===== config.mk =====
export PLATFORM = sky130hd
export DESIGN_NAME = mouse_click_drag_classifier
export DESIGN_NICKNAME = d
export VERILOG_FILES = /design/src/sv/mcd_pkg.sv /design/src/sv/mcd_core.sv /design/src/sv/mouse_click_drag_classifier.sv
export VERILOG_INCLUDE_DIRS = /design/src /design/src/sv
export SDC_FILE = /design/constraint.sdc
export NUM_CORES = 2
export LEC_CHECK = 0
export BUFFER_PORTS_ARGS = -buffer_cell sky130_fd_sc_hd__buf_2
export CAP_MARGIN = 30
export CORE_ASPECT_RATIO = 1.75
export CORE_MARGIN = 2
export CORE_UTILIZATION = 67
export DETAILED_ROUTE_END_ITERATION = 8
export PLACE_DENSITY = 0.86
export SYNTH_ARGS = -nofsm -noshare
export SYNTH_HDL_FRONTEND = slang
export SYNTH_SLANG_ARGS = --single-unit

===== constraint.sdc =====
create_clock -name clk -period 40.8 [get_ports clk]
set_clock_uncertainty 0.05 [all_clocks]
set_input_delay 4.08 -clock clk [delete_from_list [all_inputs] [get_ports clk]]
set_output_delay 4.08 -clock clk [all_outputs]
set_load 0.01 [all_outputs]

===== src/sv/assert_macros.svh =====
// Assertion helpers shared by the RTL files.
`ifndef ASSERT_MACROS_SVH
`define ASSERT_MACROS_SVH
`ifndef SYNTHESIS
`define ASSERT_ALWAYS(label, clk, rst_n, prop, msg) \
    label: assert property (@(posedge clk) disable iff (!rst_n) (prop)) else $error(msg);
`define ASSERT_NEXT(label, clk, rst_n, cond, prop, msg) \
    label: assert property (@(posedge clk) disable iff (!rst_n) (cond) |=> (prop)) else $error(msg);
`else
`define ASSERT_ALWAYS(label, clk, rst_n, prop, msg)
`define ASSERT_NEXT(label, clk, rst_n, cond, prop, msg)
`endif
`endif


===== src/sv/mcd_pkg.sv =====
package mcd_pkg;

    localparam int BUTTON_COUNT_DEF = 8;
    localparam int FIFO_DEPTH       = 4;
    localparam int FIFO_PTR_W       = $clog2(FIFO_DEPTH);

    localparam logic [2:0] OP_X      = 3'd0;
    localparam logic [2:0] OP_Y      = 3'd1;
    localparam logic [2:0] OP_WHEEL  = 3'd2;
    localparam logic [2:0] OP_BUTTON = 3'd3;
    localparam logic [2:0] OP_FRAME  = 3'd4;

    localparam logic [2:0] EV_DOWN   = 3'd0;
    localparam logic [2:0] EV_UP     = 3'd1;
    localparam logic [2:0] EV_STROKE = 3'd2;
    localparam logic [2:0] EV_DOUBLE = 3'd3;
    localparam logic [2:0] EV_WHEEL  = 3'd4;
    localparam logic [2:0] EV_MOVE   = 3'd5;

    localparam logic [3:0] NO_BUTTON = 4'd8;

    localparam logic [1:0] CFG_DBL_WINDOW = 2'd0;
    localparam logic [1:0] CFG_HOLD_TIME  = 2'd1;
    localparam logic [1:0] CFG_TRAVEL     = 2'd2;

    localparam logic [15:0] DBL_WINDOW_RST = 16'd300;
    localparam logic [15:0] HOLD_TIME_RST  = 16'd500;
    localparam logic [15:0] TRAVEL_RST     = 16'd2;

    typedef struct packed {
        logic [2:0]         operation;
        logic [2:0]         button;
        logic               pressed;
        logic signed [15:0] amount;
        logic [31:0]        stamp;
    } item_t;

    typedef struct packed {
        logic [2:0]         event_code;
        logic [3:0]         event_button;
        logic signed [15:0] wheel_delta;
        logic signed [31:0] total_x;
        logic signed [31:0] total_y;
        logic signed [31:0] total_wheel;
        logic               drag_active;
        logic               last_of_run;
    } result_t;

    typedef struct packed {
        logic [15:0] dbl_window;
        logic [15:0] hold_time;
        logic [15:0] travel;
    } cfg_t;

    function automatic logic signed [31:0] sat_add(input logic signed [31:0] a,
                                                   input logic signed [15:0] b);
        logic [32:0] s;
        s = {a[31], a} + {{17{b[15]}}, b};
        if (s[32] != s[31])
        begin
            return s[32] ? 32'sh8000_0000 : 32'sh7FFF_FFFF;
        end
        return s[31:0];
    endfunction

endpackage


===== src/sv/mcd_core.sv =====
`include "assert_macros.svh"

module mcd_core #(
    parameter int BUTTON_COUNT = mcd_pkg::BUTTON_COUNT_DEF
) (
    input  logic            clk,
    input  logic            rst_n,
    input  logic            advance,
    input  mcd_pkg::item_t  item,
    input  mcd_pkg::cfg_t   cfg,
    output mcd_pkg::result_t res0,
    output mcd_pkg::result_t res1,
    output logic [1:0]      res_count
);

    localparam int IDX_W = (BUTTON_COUNT > 1) ? $clog2(BUTTON_COUNT) : 1;

    logic [BUTTON_COUNT-1:0] held_flags_reg, held_flags_next;
    logic [BUTTON_COUNT-1:0] click_flags_reg, click_flags_next;
    logic [31:0]             press_times_reg [BUTTON_COUNT];
    logic [2:0]              drag_button_reg, drag_button_next;
    logic                    pre_drag_reg, pre_drag_next;
    logic                    drag_reg, drag_next;
    logic [15:0]             travel_reg, travel_next;
    logic [3:0]              last_rel_btn_reg, last_rel_btn_next;
    logic [31:0]             last_rel_time_reg, last_rel_time_next;
    logic signed [31:0]      sum_x_reg, sum_x_next;
    logic signed [31:0]      sum_y_reg, sum_y_next;
    logic signed [31:0]      sum_wheel_reg, sum_wheel_next;
    logic                    moved_reg, moved_next;

    logic [IDX_W-1:0] bidx;
    logic [IDX_W-1:0] drag_idx;
    logic             btn_ok;
    logic             press_wr;
    logic [16:0]      mag;
    logic [17:0]      travel_sum;
    logic [15:0]      travel_sat;
    logic [31:0]      held_for;
    logic             drag_start;
    logic             dbl_hit;
    logic [1:0]       n_res;

    assign bidx     = item.button[IDX_W-1:0];
    assign drag_idx = drag_button_reg[IDX_W-1:0];
    assign btn_ok   = {1'b0, item.button} < 4'(BUTTON_COUNT);

    assign mag        = item.amount[15] ? 17'(-{item.amount[15], item.amount})
                                        : {1'b0, item.amount};
    assign travel_sum = 18'(travel_reg) + 18'(mag);
    assign travel_sat = (travel_sum[17:16] != 2'b00) ? 16'hFFFF : travel_sum[15:0];
    assign held_for   = item.stamp - press_times_reg[drag_idx];
    assign drag_start = (held_for > {16'b0, cfg.hold_time}) || (travel_sat >= cfg.travel);
    assign dbl_hit    = ({1'b0, item.button} == last_rel_btn_reg) &&
                        ((item.stamp - last_rel_time_reg) < {16'b0, cfg.dbl_window});

    always_comb
    begin
        held_flags_next    = held_flags_reg;
        click_flags_next   = click_flags_reg;
        drag_button_next   = drag_button_reg;
        pre_drag_next      = pre_drag_reg;
        drag_next          = drag_reg;
        travel_next        = travel_reg;
        last_rel_btn_next  = last_rel_btn_reg;
        last_rel_time_next = last_rel_time_reg;
        sum_x_next         = sum_x_reg;
        sum_y_next         = sum_y_reg;
        sum_wheel_next     = sum_wheel_reg;
        moved_next         = moved_reg;
        press_wr           = 1'b0;
        n_res              = 2'd0;
        res0               = '0;
        res1               = '0;
        res0.event_button  = mcd_pkg::NO_BUTTON;
        res1.event_button  = mcd_pkg::NO_BUTTON;

        unique case (item.operation)
            mcd_pkg::OP_X, mcd_pkg::OP_Y:
            begin
                if (item.operation == mcd_pkg::OP_X)
                begin
                    sum_x_next = mcd_pkg::sat_add(sum_x_reg, item.amount);
                end
                else
                begin
                    sum_y_next = mcd_pkg::sat_add(sum_y_reg, item.amount);
                end
                moved_next = 1'b1;
                if (pre_drag_reg)
                begin
                    travel_next = travel_sat;
                    if (drag_start)
                    begin
                        pre_drag_next = 1'b0;
                        drag_next     = 1'b1;
                    end
                end
            end
            mcd_pkg::OP_WHEEL:
            begin
                sum_wheel_next   = mcd_pkg::sat_add(sum_wheel_reg, item.amount);
                res0.event_code  = mcd_pkg::EV_WHEEL;
                res0.wheel_delta = item.amount;
                n_res            = 2'd1;
            end
            mcd_pkg::OP_BUTTON:
            begin
                if (btn_ok)
                begin
                    res0.event_button = {1'b0, item.button};
                    res1.event_button = {1'b0, item.button};
                    if (item.pressed)
                    begin
                        held_flags_next[bidx]  = 1'b1;
                        click_flags_next[bidx] = 1'b1;
                        press_wr               = 1'b1;
                        if (!drag_reg)
                        begin
                            drag_button_next = item.button;
                            pre_drag_next    = 1'b1;
                            travel_next      = '0;
                        end
                        res0.event_code = mcd_pkg::EV_DOWN;
                        n_res           = 2'd1;
                    end
                    else
                    begin
                        held_flags_next[bidx] = 1'b0;
                        drag_next             = 1'b0;
                        pre_drag_next         = 1'b0;
                        if (dbl_hit)
                        begin
                            res0.event_code   = mcd_pkg::EV_DOUBLE;
                            n_res             = 2'd1;
                            last_rel_btn_next = mcd_pkg::NO_BUTTON;
                        end
                        else
                        begin
                            res0.event_code    = mcd_pkg::EV_UP;
                            res1.event_code    = mcd_pkg::EV_STROKE;
                            n_res              = drag_reg ? 2'd1 : 2'd2;
                            last_rel_btn_next  = {1'b0, item.button};
                            last_rel_time_next = item.stamp;
                        end
                    end
                end
            end
            mcd_pkg::OP_FRAME:
            begin
                if (moved_reg)
                begin
                    res0.event_code  = mcd_pkg::EV_MOVE;
                    res0.total_x     = sum_x_reg;
                    res0.total_y     = sum_y_reg;
                    res0.total_wheel = sum_wheel_reg;
                    n_res            = 2'd1;
                end
                sum_x_next       = '0;
                sum_y_next       = '0;
                sum_wheel_next   = '0;
                moved_next       = 1'b0;
                click_flags_next = '0;
            end
            default:
            begin
            end
        endcase

        res0.drag_active = drag_next;
        res1.drag_active = drag_next;
        res0.last_of_run = (n_res == 2'd1);
        res1.last_of_run = 1'b1;
    end

    assign res_count = n_res;

    always_ff @(posedge clk or negedge rst_n)
    begin
        if (!rst_n)
        begin
            held_flags_reg    <= '0;
            click_flags_reg   <= '0;
            drag_button_reg   <= '0;
            pre_drag_reg      <= 1'b0;
            drag_reg          <= 1'b0;
            travel_reg        <= '0;
            last_rel_btn_reg  <= mcd_pkg::NO_BUTTON;
            last_rel_time_reg <= '0;
            sum_x_reg         <= '0;
            sum_y_reg         <= '0;
            sum_wheel_reg     <= '0;
            moved_reg         <= 1'b0;
        end
        else if (advance)
        begin
            held_flags_reg    <= held_flags_next;
            click_flags_reg   <= click_flags_next;
            drag_button_reg   <= drag_button_next;
            pre_drag_reg      <= pre_drag_next;
            drag_reg          <= drag_next;
            travel_reg        <= travel_next;
            last_rel_btn_reg  <= last_rel_btn_next;
            last_rel_time_reg <= last_rel_time_next;
            sum_x_reg         <= sum_x_next;
            sum_y_reg         <= sum_y_next;
            sum_wheel_reg     <= sum_wheel_next;
            moved_reg         <= moved_next;
        end
    end

    always_ff @(posedge clk)
    begin
        if (advance && press_wr)
        begin
            press_times_reg[bidx] <= item.stamp;
        end
    end

    `ASSERT_ALWAYS(a_drag_excl, clk, rst_n, !(drag_reg && pre_drag_reg), "drag and pre-drag both set")
    `ASSERT_NEXT(a_frame_clr, clk, rst_n, advance && (item.operation == mcd_pkg::OP_FRAME), (click_flags_reg == '0) && !moved_reg && (sum_x_reg == '0), "frame end did not clear")
    `ASSERT_NEXT(a_press_held, clk, rst_n, advance && (item.operation == mcd_pkg::OP_BUTTON) && item.pressed && btn_ok, held_flags_reg[$past(bidx)] && click_flags_reg[$past(bidx)], "press did not mark button")
    `ASSERT_ALWAYS(a_two_res, clk, rst_n, (n_res != 2'd2) || ((res0.event_code == mcd_pkg::EV_UP) && (res1.event_code == mcd_pkg::EV_STROKE) && !drag_reg), "bad two-event record")

endmodule


===== src/sv/mouse_click_drag_classifier.sv =====
// Mouse click / double-click / drag classifier.
// Input channel: in_valid/in_stall with operation, button, pressed, amount
// and stamp; a record transaction completes when in_valid is high and
// in_stall low. Output channel: out_valid/out_stall with one event per
// transaction; each record gives zero, one or two events, the last one
// flagged by last_of_run. Configuration: cfg_valid/cfg_ready with cfg_index
// (0 double-click window, 1 drag hold time, 2 drag travel) and cfg_data;
// cfg_ready is always high, other indexes are dropped.
// A record is captured in an input register, classified from that register
// once the queue has room for two events, and its events are pushed into a
// four-entry output queue whose head event is presented. One record
// per cycle is taken while records give at most one event each and the
// receiver keeps up; a two-event record fills two queue entries at once.
// in_stall rises when the held record cannot push its events because the
// queue has fewer than two free entries. While out_stall is high the head
// event stays unchanged. Reset empties the queue, clears the tracking
// state except press times, and loads config defaults 300, 500 and 2.

`include "assert_macros.svh"

module mouse_click_drag_classifier #(
    parameter int BUTTON_COUNT = mcd_pkg::BUTTON_COUNT_DEF
) (
    input  logic               clk,
    input  logic               rst_n,
    input  logic               in_valid,
    output logic               in_stall,
    input  logic [2:0]         operation,
    input  logic [2:0]         button,
    input  logic               pressed,
    input  logic signed [15:0] amount,
    input  logic [31:0]        stamp,
    output logic               out_valid,
    input  logic               out_stall,
    output logic [2:0]         event_code,
    output logic [3:0]         event_button,
    output logic signed [15:0] wheel_delta,
    output logic signed [31:0] total_x,
    output logic signed [31:0] total_y,
    output logic signed [31:0] total_wheel,
    output logic               drag_active,
    output logic               last_of_run,
    input  logic               cfg_valid,
    output logic               cfg_ready,
    input  logic [1:0]         cfg_index,
    input  logic [15:0]        cfg_data
);

    localparam int DEPTH = mcd_pkg::FIFO_DEPTH;
    localparam int PTR_W = mcd_pkg::FIFO_PTR_W;
    localparam int CNT_W = PTR_W + 1;

    mcd_pkg::cfg_t    cfg_reg;
    mcd_pkg::item_t   item_reg;
    logic             item_vld_reg;
    mcd_pkg::result_t res0;
    mcd_pkg::result_t res1;
    logic [1:0]       res_count;
    logic             advance;
    logic [1:0]       push_n;
    logic             pop;

    mcd_pkg::result_t fifo_reg [DEPTH];
    logic [PTR_W-1:0] wr_ptr_reg;
    logic [PTR_W-1:0] rd_ptr_reg;
    logic [CNT_W-1:0] count_reg;
    mcd_pkg::result_t head;

    assign cfg_ready = 1'b1;

    always_ff @(posedge clk or negedge rst_n)
    begin
        if (!rst_n)
        begin
            cfg_reg.dbl_window <= mcd_pkg::DBL_WINDOW_RST;
            cfg_reg.hold_time  <= mcd_pkg::HOLD_TIME_RST;
            cfg_reg.travel     <= mcd_pkg::TRAVEL_RST;
        end
        else if (cfg_valid)
        begin
            unique case (cfg_index)
                mcd_pkg::CFG_DBL_WINDOW: cfg_reg.dbl_window <= cfg_data;
                mcd_pkg::CFG_HOLD_TIME:  cfg_reg.hold_time  <= cfg_data;
                mcd_pkg::CFG_TRAVEL:     cfg_reg.travel     <= cfg_data;
                default:
                begin
                end
            endcase
        end
    end

    assign advance  = item_vld_reg && (count_reg <= CNT_W'(DEPTH - 2));
    assign in_stall = item_vld_reg && !advance;
    assign push_n   = advance ? res_count : 2'd0;
    assign pop      = out_valid && !out_stall;

    always_ff @(posedge clk or negedge rst_n)
    begin
        if (!rst_n)
        begin
            item_vld_reg <= 1'b0;
        end
        else if (!in_stall)
        begin
            item_vld_reg <= in_valid;
        end
    end

    always_ff @(posedge clk)
    begin
        if (in_valid && !in_stall)
        begin
            item_reg.operation <= operation;
            item_reg.button    <= button;
            item_reg.pressed   <= pressed;
            item_reg.amount    <= amount;
            item_reg.stamp     <= stamp;
        end
    end

    mcd_core #(
        .BUTTON_COUNT(BUTTON_COUNT)
    ) u_core (
        .clk       (clk),
        .rst_n     (rst_n),
        .advance   (advance),
        .item      (item_reg),
        .cfg       (cfg_reg),
        .res0      (res0),
        .res1      (res1),
        .res_count (res_count)
    );

    always_ff @(posedge clk or negedge rst_n)
    begin
        if (!rst_n)
        begin
            wr_ptr_reg <= '0;
            rd_ptr_reg <= '0;
            count_reg  <= '0;
        end
        else
        begin
            wr_ptr_reg <= wr_ptr_reg + PTR_W'(push_n);
            rd_ptr_reg <= rd_ptr_reg + PTR_W'(pop);
            count_reg  <= count_reg + CNT_W'(push_n) - CNT_W'(pop);
        end
    end

    always_ff @(posedge clk)
    begin
        for (int i = 0; i < DEPTH; i++)
        begin
            if ((push_n != 2'd0) && (PTR_W'(i) == wr_ptr_reg))
            begin
                fifo_reg[i] <= res0;
            end
            else if ((push_n == 2'd2) && (PTR_W'(i) == PTR_W'(wr_ptr_reg + 1'b1)))
            begin
                fifo_reg[i] <= res1;
            end
        end
    end

    assign head         = fifo_reg[rd_ptr_reg];
    assign out_valid    = (count_reg != '0);
    assign event_code   = head.event_code;
    assign event_button = head.event_button;
    assign wheel_delta  = head.wheel_delta;
    assign total_x      = head.total_x;
    assign total_y      = head.total_y;
    assign total_wheel  = head.total_wheel;
    assign drag_active  = head.drag_active;
    assign last_of_run  = head.last_of_run;

    `ASSERT_ALWAYS(a_fifo_room, clk, rst_n, !advance || ((CNT_W + 1)'(count_reg) + (CNT_W + 1)'(push_n) <= (CNT_W + 1)'(DEPTH)), "output queue overflow")
    `ASSERT_NEXT(a_stall_holds_item, clk, rst_n, in_stall, item_vld_reg && $stable(item_reg), "held record lost while stalled")

endmodule


# Word-level counts from Yosys, hierarchy flattened
# Memory sizes are Yosys's and may differ from the RTL's.
# Cells that the tools add are included.
# classes
n_mux	90
n_bitwise	7
add_sub_neg	12
n_reduce_logical	43
magnitude_cmp	4
eq_ne	24
# ops
operator	count
121-bit 2-to-1 mux	6
32-bit 2-to-1 mux	11
121-bit OR reduction	2
96-bit 2-to-1 mux	2
32-bit case mux with 2 select lines	3
32-bit by 16-bit adder with 33-bit output	3
16-bit 2-to-1 mux	5
32-bit subtractor	2
1-bit 2-to-1 mux	42
32-bit by 16-bit greater-than comparator with 1-bit output	1
32-bit by 16-bit < comparator with 1-bit output	1
16-bit case mux with 2 select lines	1
16-bit by 17-bit adder with 18-bit output	1
17-bit 2-to-1 mux	1
17-bit negator	1
16-bit greater-or-equal comparator	1
2-bit 2-to-1 mux	8
1-bit logical AND	14
3-bit AND reduction	4
2-bit AND reduction	5
2-bit nonzero test	5
3-bit 2-to-1 mux	3
3-bit case mux with 3 select lines	1
2-bit equality test, first input constant	4
other kinds (31)	53
# totals
word_cells	204
output_inout_bits	124
mem_bits_rw	740
inputBits	78
mem_count	2
register_bits	265
# memory_table
memory	depth	word_bits	read_ports	rd_ports_with_merged_regs	write_ports	line_no	source
fifo_reg	4	121	1	0	2	mouse_click_drag_classifier.sv:63	mcd_pkg::result_t fifo_reg [DEPTH];
u_core.press_times_reg	8	32	1	0	1	mcd_core.sv:20	logic [31:0] press_times_reg [BUTTON_COUNT];

# Longest topological paths before layout
# depth
depth_word	15
ltp_mapped	30
ltp_nobuf	29

# Modules after synthesis
# From an unflattened synthesis, not the netlist that was laid out.
# unflattened
cells_unflattened	4009
hier_area_um2	55152.9
# by_module_without_submodules
mod	seq_area_each_um2	area_per_inst_um2	instances	cells_per_inst
mcd_core	11542.3	28019.4	1	2626
mouse_click_drag_classifier	17600.6	27133.5	1	1383

# Least setup slack after synthesis
# No wires, ideal clock.
# synth_path
path_kind	flip-flop to flip-flop
start	reg item_reg[0] in the netlist's numbering
end	mem fifo_reg[0][0] in the netlist's numbering (enable)
n_path_buf	1
stages_incl_launch_ff	27
required_time_ps	39982
setup_slack_ps	27283
setup_time_ps	768
t_arrival_ps	12699
synth_period_minus_slack_ps	13517
cell_sequence	edfxtp_1 inv_1 ha_1 inv_1 fa_1 a211oi_1 o21ai_1 a21oi_1 nand2b_1 nor2_1 nor4_1 a21oi_1 xor2_1 ha_1 nand4_1 nor3_1 nand2_1 o211ai_1 or4_1 a2111o_1 nor4_1 and4_1 a21oi_1 and2_1 buf_2 nand2_1 o21ai_0
# synth_rtl
element	line_no	source
start: declaration	mouse_click_drag_classifier.sv:54	mcd_pkg::item_t item_reg;
end: declaration	mouse_click_drag_classifier.sv:63	

# Worst setup path after layout
# layout_path
start	reg rd_ptr_reg[0]
end	out total_wheel[23]
# layout_via
elab_chain_cells	1
# layout_rtl
element	line_no	source
start: declaration	mouse_click_drag_classifier.sv:65	logic [PTR_W-1:0] rd_ptr_reg;
start signal: assignment	mouse_click_drag_classifier.sv:145	rd_ptr_reg <= rd_ptr_reg + PTR_W'(pop);
memory 4 x 121 bit	-	
end: declaration	mouse_click_drag_classifier.sv:40	output logic signed [31:0] total_wheel,
# Every way passes these cells.

==> results.tsv <==
stage	metric	value	unit
status	status	finished, final reports clean	
setup_path	startpoint types	register	
route	Routed Antenna Nets	0	
sta	fin crit share	20.2	%
global_route	largest net degree at the start of global routing	124	
synthesis	#FFs+latches synth	1005	
sta	worst-margin pin slew	973	ps
sta	slew margin rel.	34.5	%
synthesis	Top FF cell, synth	edfxtp_1	
floorplanning	Die Ht	366	microns
cts	CTS resizes	0	
power_and_ir_drop	P_leak	21.0	nW
setup_path	crit path launch	rd_ptr_reg[0]	
placement	I/O Buffers	200	
cts	CTS tree	done	
power_and_ir_drop	P per Cell Area	73.4	mW/mm^2
cts	CTS Hold Buffers Added	0	
cts	clock tree sinks	1005	
power_and_ir_drop	internal power	0.00246	W
synthesis	largest family of logic cells by synthesized area	simple AND/OR/NAND/NOR gates	
synthesis	Mapped Area	0.0502	sq mm
sta	fmax	0.122	GHz
global_route	first-pass GRT wire length	195000	microns
setup_path	Critical R2R Launch	item_reg[47]	
final_layout	final std cells w/o fill	5164	
cts	Post-CTS Setup Inserts	0	
final_layout	Area Overhead vs Synth	9.57	%
global_route	number of global-route vias before repair	34800	
final_layout	Reg area	0.0280	sq mm
cts	Clk Latency, worst-skew pair	690	ps
setup_path	CP Capture Type	primary output	
global_route	total gr overflow	0	
final_layout	multi-input logic area	0.0210	sq mm
power_and_ir_drop	Comb pwr share	45.0	%
cts	clk slew on worst S/H paths	70	ps
power_and_ir_drop	Switching Share	39.0	%
route	Via density	6.57	
synthesis	syn nets	4326	
placement	HPWL after DPL	85200	microns
placement	dpl cells	5002	
synthesis	XOR/XNOR Fraction of Synth Area	2.75	%
cts	Max clock buf depth	3	
sta	Final setup viols	0	
synthesis	Simple-Gate Fraction of Synth Area	11.5	%
setup_path	Worst R2R Path Depth	26	
setup_path	Worst Setup EP	total_wheel[23]	
route	1st-iter DRT viols	3046	
sta	Hold Slack	402	ps
sta	Min Clock Period, post-route	8230	ps
synthesis	post-synthesis adder-cell area fraction	5.93	%
route	drt total wl	126000	microns
floorplanning	Initial Util	67.7	%
synthesis	mux cell area share after synthesis	10.0	%
route	average routed wire per standard cell	24.4	microns
synthesis	Post-synth EDFFs	680	
setup_path	Crit Path Category	register to primary output	
hold_path	worst hold path class	register to register	
sta	final hold violation count	0	
route	Via Count	33900	
route	drt first pass iters	8	
synthesis	compound-gate portion of the synthesized area	11.4	%
placement	placed cell area	0.0522	sq mm
setup_path	Crit Path Max Fanout	42	
synthesis	synth unique cells	83	
sta	Slew Limit Fails	0	
synthesis	synthesized instance count	4014	
power_and_ir_drop	Clock power frac	20.4	%
cts	clock root cell	clkbuf_16	
synthesis	yosys warns	0	
placement	Final Wtd Congestion	1.01	
floorplanning	num rows	132	
floorplanning	core footprint	0.0742	sq mm
final_layout	max FFs per register	484	
final_layout	fin nets	4463	
power_and_ir_drop	P_sw	0.00158	W
run	MaxCap Viol Count	0	
power_and_ir_drop	VDD IR max	58.5	uV
setup_path	reg2reg end	fifo_reg[2][1]	
setup_path	reg-to-reg slack, setup	32810	ps
floorplanning	die width	211	microns
sta	setup tns final	0	ps
final_layout	post-route cell area	0.0550	sq mm
final_layout	share of cells above drive strength 1	15.8	%
setup_path	worst path arrival time	4100	ps
synthesis	Avg Inst Size Synth	12.5	sq um
cts	H-tree depth	3	
global_route	Total GRT Usage	33.2	%
synthesis	Synth async-reset ratio	20.9	%
final_layout	Fillers	4708	
floorplanning	die area	0.0773	sq mm
power_and_ir_drop	Reg power frac	34.6	%
global_route	antenna violations before repair	9	
cts	Num CTS Buffers	85	
route	DRC	0	
sta	RSZ-0062 raised after global routing	no	
setup_path	CP Data Required Time	36670	ps
synthesis	sequential area share after synthesis	55.7	%
floorplanning	I/O pins	202	
final_layout	final core utilization	74.2	%
[worst min-delay path by stage]
| stage | from | endpoint | slack, ps | cells past startpoint |
|---|---|---|---|---|
| global route | fifo_reg[2][91] | fifo_reg[2][91] | 420 | 2 |
| detailed placement | fifo_reg[2][91] | fifo_reg[2][91] | 390 | 2 |
| finish | fifo_reg[2][78] | fifo_reg[2][78] | 400 | 2 |
| global placement | fifo_reg[2][112] | fifo_reg[2][112] | 390 | 2 |
| floorplan | fifo_reg[2][100] | fifo_reg[2][100] | 380 | 2 |
| CTS | fifo_reg[2][91] | fifo_reg[2][91] | 400 | 2 |
[logic make-up after synthesis]
kind of cell | count (synthesis)
AND/OR/NAND/NOR | 1127
multiplexers | 267
adder cells (fa/ha/maj) | 234
other | 1
XOR/XNOR | 158
flip-flops | 1005
buffers and inverters | 350
AO/OA/AOI/OAI | 872
[power by group through the flow]
| stage | logic (W) | registers, W | clock network [W] |
|---|---|---|---|
| 3_3_place_gp | 0.00173 | 0.00141 | 0 |
| 2_1_floorplan | 0.00134 | 0.00132 | 0 |
| 3_5_place_dp | 0.00177 | 0.00141 | 0 |
| 6_report | 0.00182 | 0.00140 | 0.000824 |
| 4_1_cts | 0.00179 | 0.00140 | 0.000831 |
| 5_1_grt | 0.00198 | 0.00141 | 0.000868 |
[synthesized netlist by cell type (30+ instances only)]
master | count | share of area [%]
mux2i_1 | 41 | 0.82
clkbuf_1 | 162 | 1.2
nand3_1 | 36 | 0.36
ha_1 | 227 | 5.7
a221o_1 | 85 | 1.7
nor3_1 | 35 | 0.35
nand4_1 | 33 | 0.41
dfxtp_1 | 115 | 4.6
edfxtp_1 | 680 | 41
o21ai_0 | 169 | 1.7
inv_1 | 146 | 1.1
a21oi_1 | 280 | 2.8
nand2b_1 | 44 | 0.55
dfrtp_1 | 198 | 9.9
o21a_1 | 30 | 0.45
mux4_2 | 185 | 8.3
xnor2_1 | 109 | 1.9
nor2_1 | 125 | 0.93
and2_1 | 349 | 4.3
nand2_1 | 384 | 2.9
a21o_1 | 98 | 1.5
mux2_2 | 41 | 0.92
xor2_1 | 49 | 0.85
nor2b_1 | 32 | 0.40
[metrics by stage]
stage / total power (W) / worst slack, ps
final: 0.00404 / 32570
after global routing: 0.00426 / 32230
after CTS: 0.00402 / 32430
after detailed placement: 0.00319 / 32940
after global placement: 0.00314 / 33120
after floorplan: 0.00267 / 27280
[placed cells by master, fill, tap and decap left out, types with 44 or more instances in the layout]
master     synthesis  routed
nor2_1           125     118
dfxtp_1          115     115
a21oi_1          280     279
ha_1             227     227
buf_2              8     199
inv_1            146     146
nand2b_1          44      44
clkbuf_16          0      87
edfxtp_1         680     680
a21o_1            98      98
dfrtp_1          198     193
xor2_1            49      49
nand2_1          384     384
xnor2_1          109     109
a221o_1           85      85
o21ai_0          169     168
mux4_2           185     185
and2_1           349     346
buf_4              1      47
[routing by layer]
layer / global-route usage, % / vias to the layer above / routed length [microns]
li1: - / 15300 / -
met1: 38.5 / 16800 / 44600
met2: 57.7 / 1450 / 64600
met3: 4.47 / 427 / 8080
met4: 21.6 / 6 / 8760
met5: 0 / - / 35
[critical path: stages, from the launching register on]
cell	delay, ps
dfrtp_4	990
buf_4	760
buf_4	740
mux4_2	640
buf_2	160
[layout make-up]
type / count / area share, %
multi-input cells: 2659 / 38.2
clock inverters: 58 / 1.02
well taps: 938 / 2.13
flip-flops and latches: 1005 / 50.9
clock buffers: 99 / 4.06
repair buffers: 252 / 2.69
diodes: 5 / 0.0227
inverters: 148 / 1.01
(Power assumes the default switching activity.)
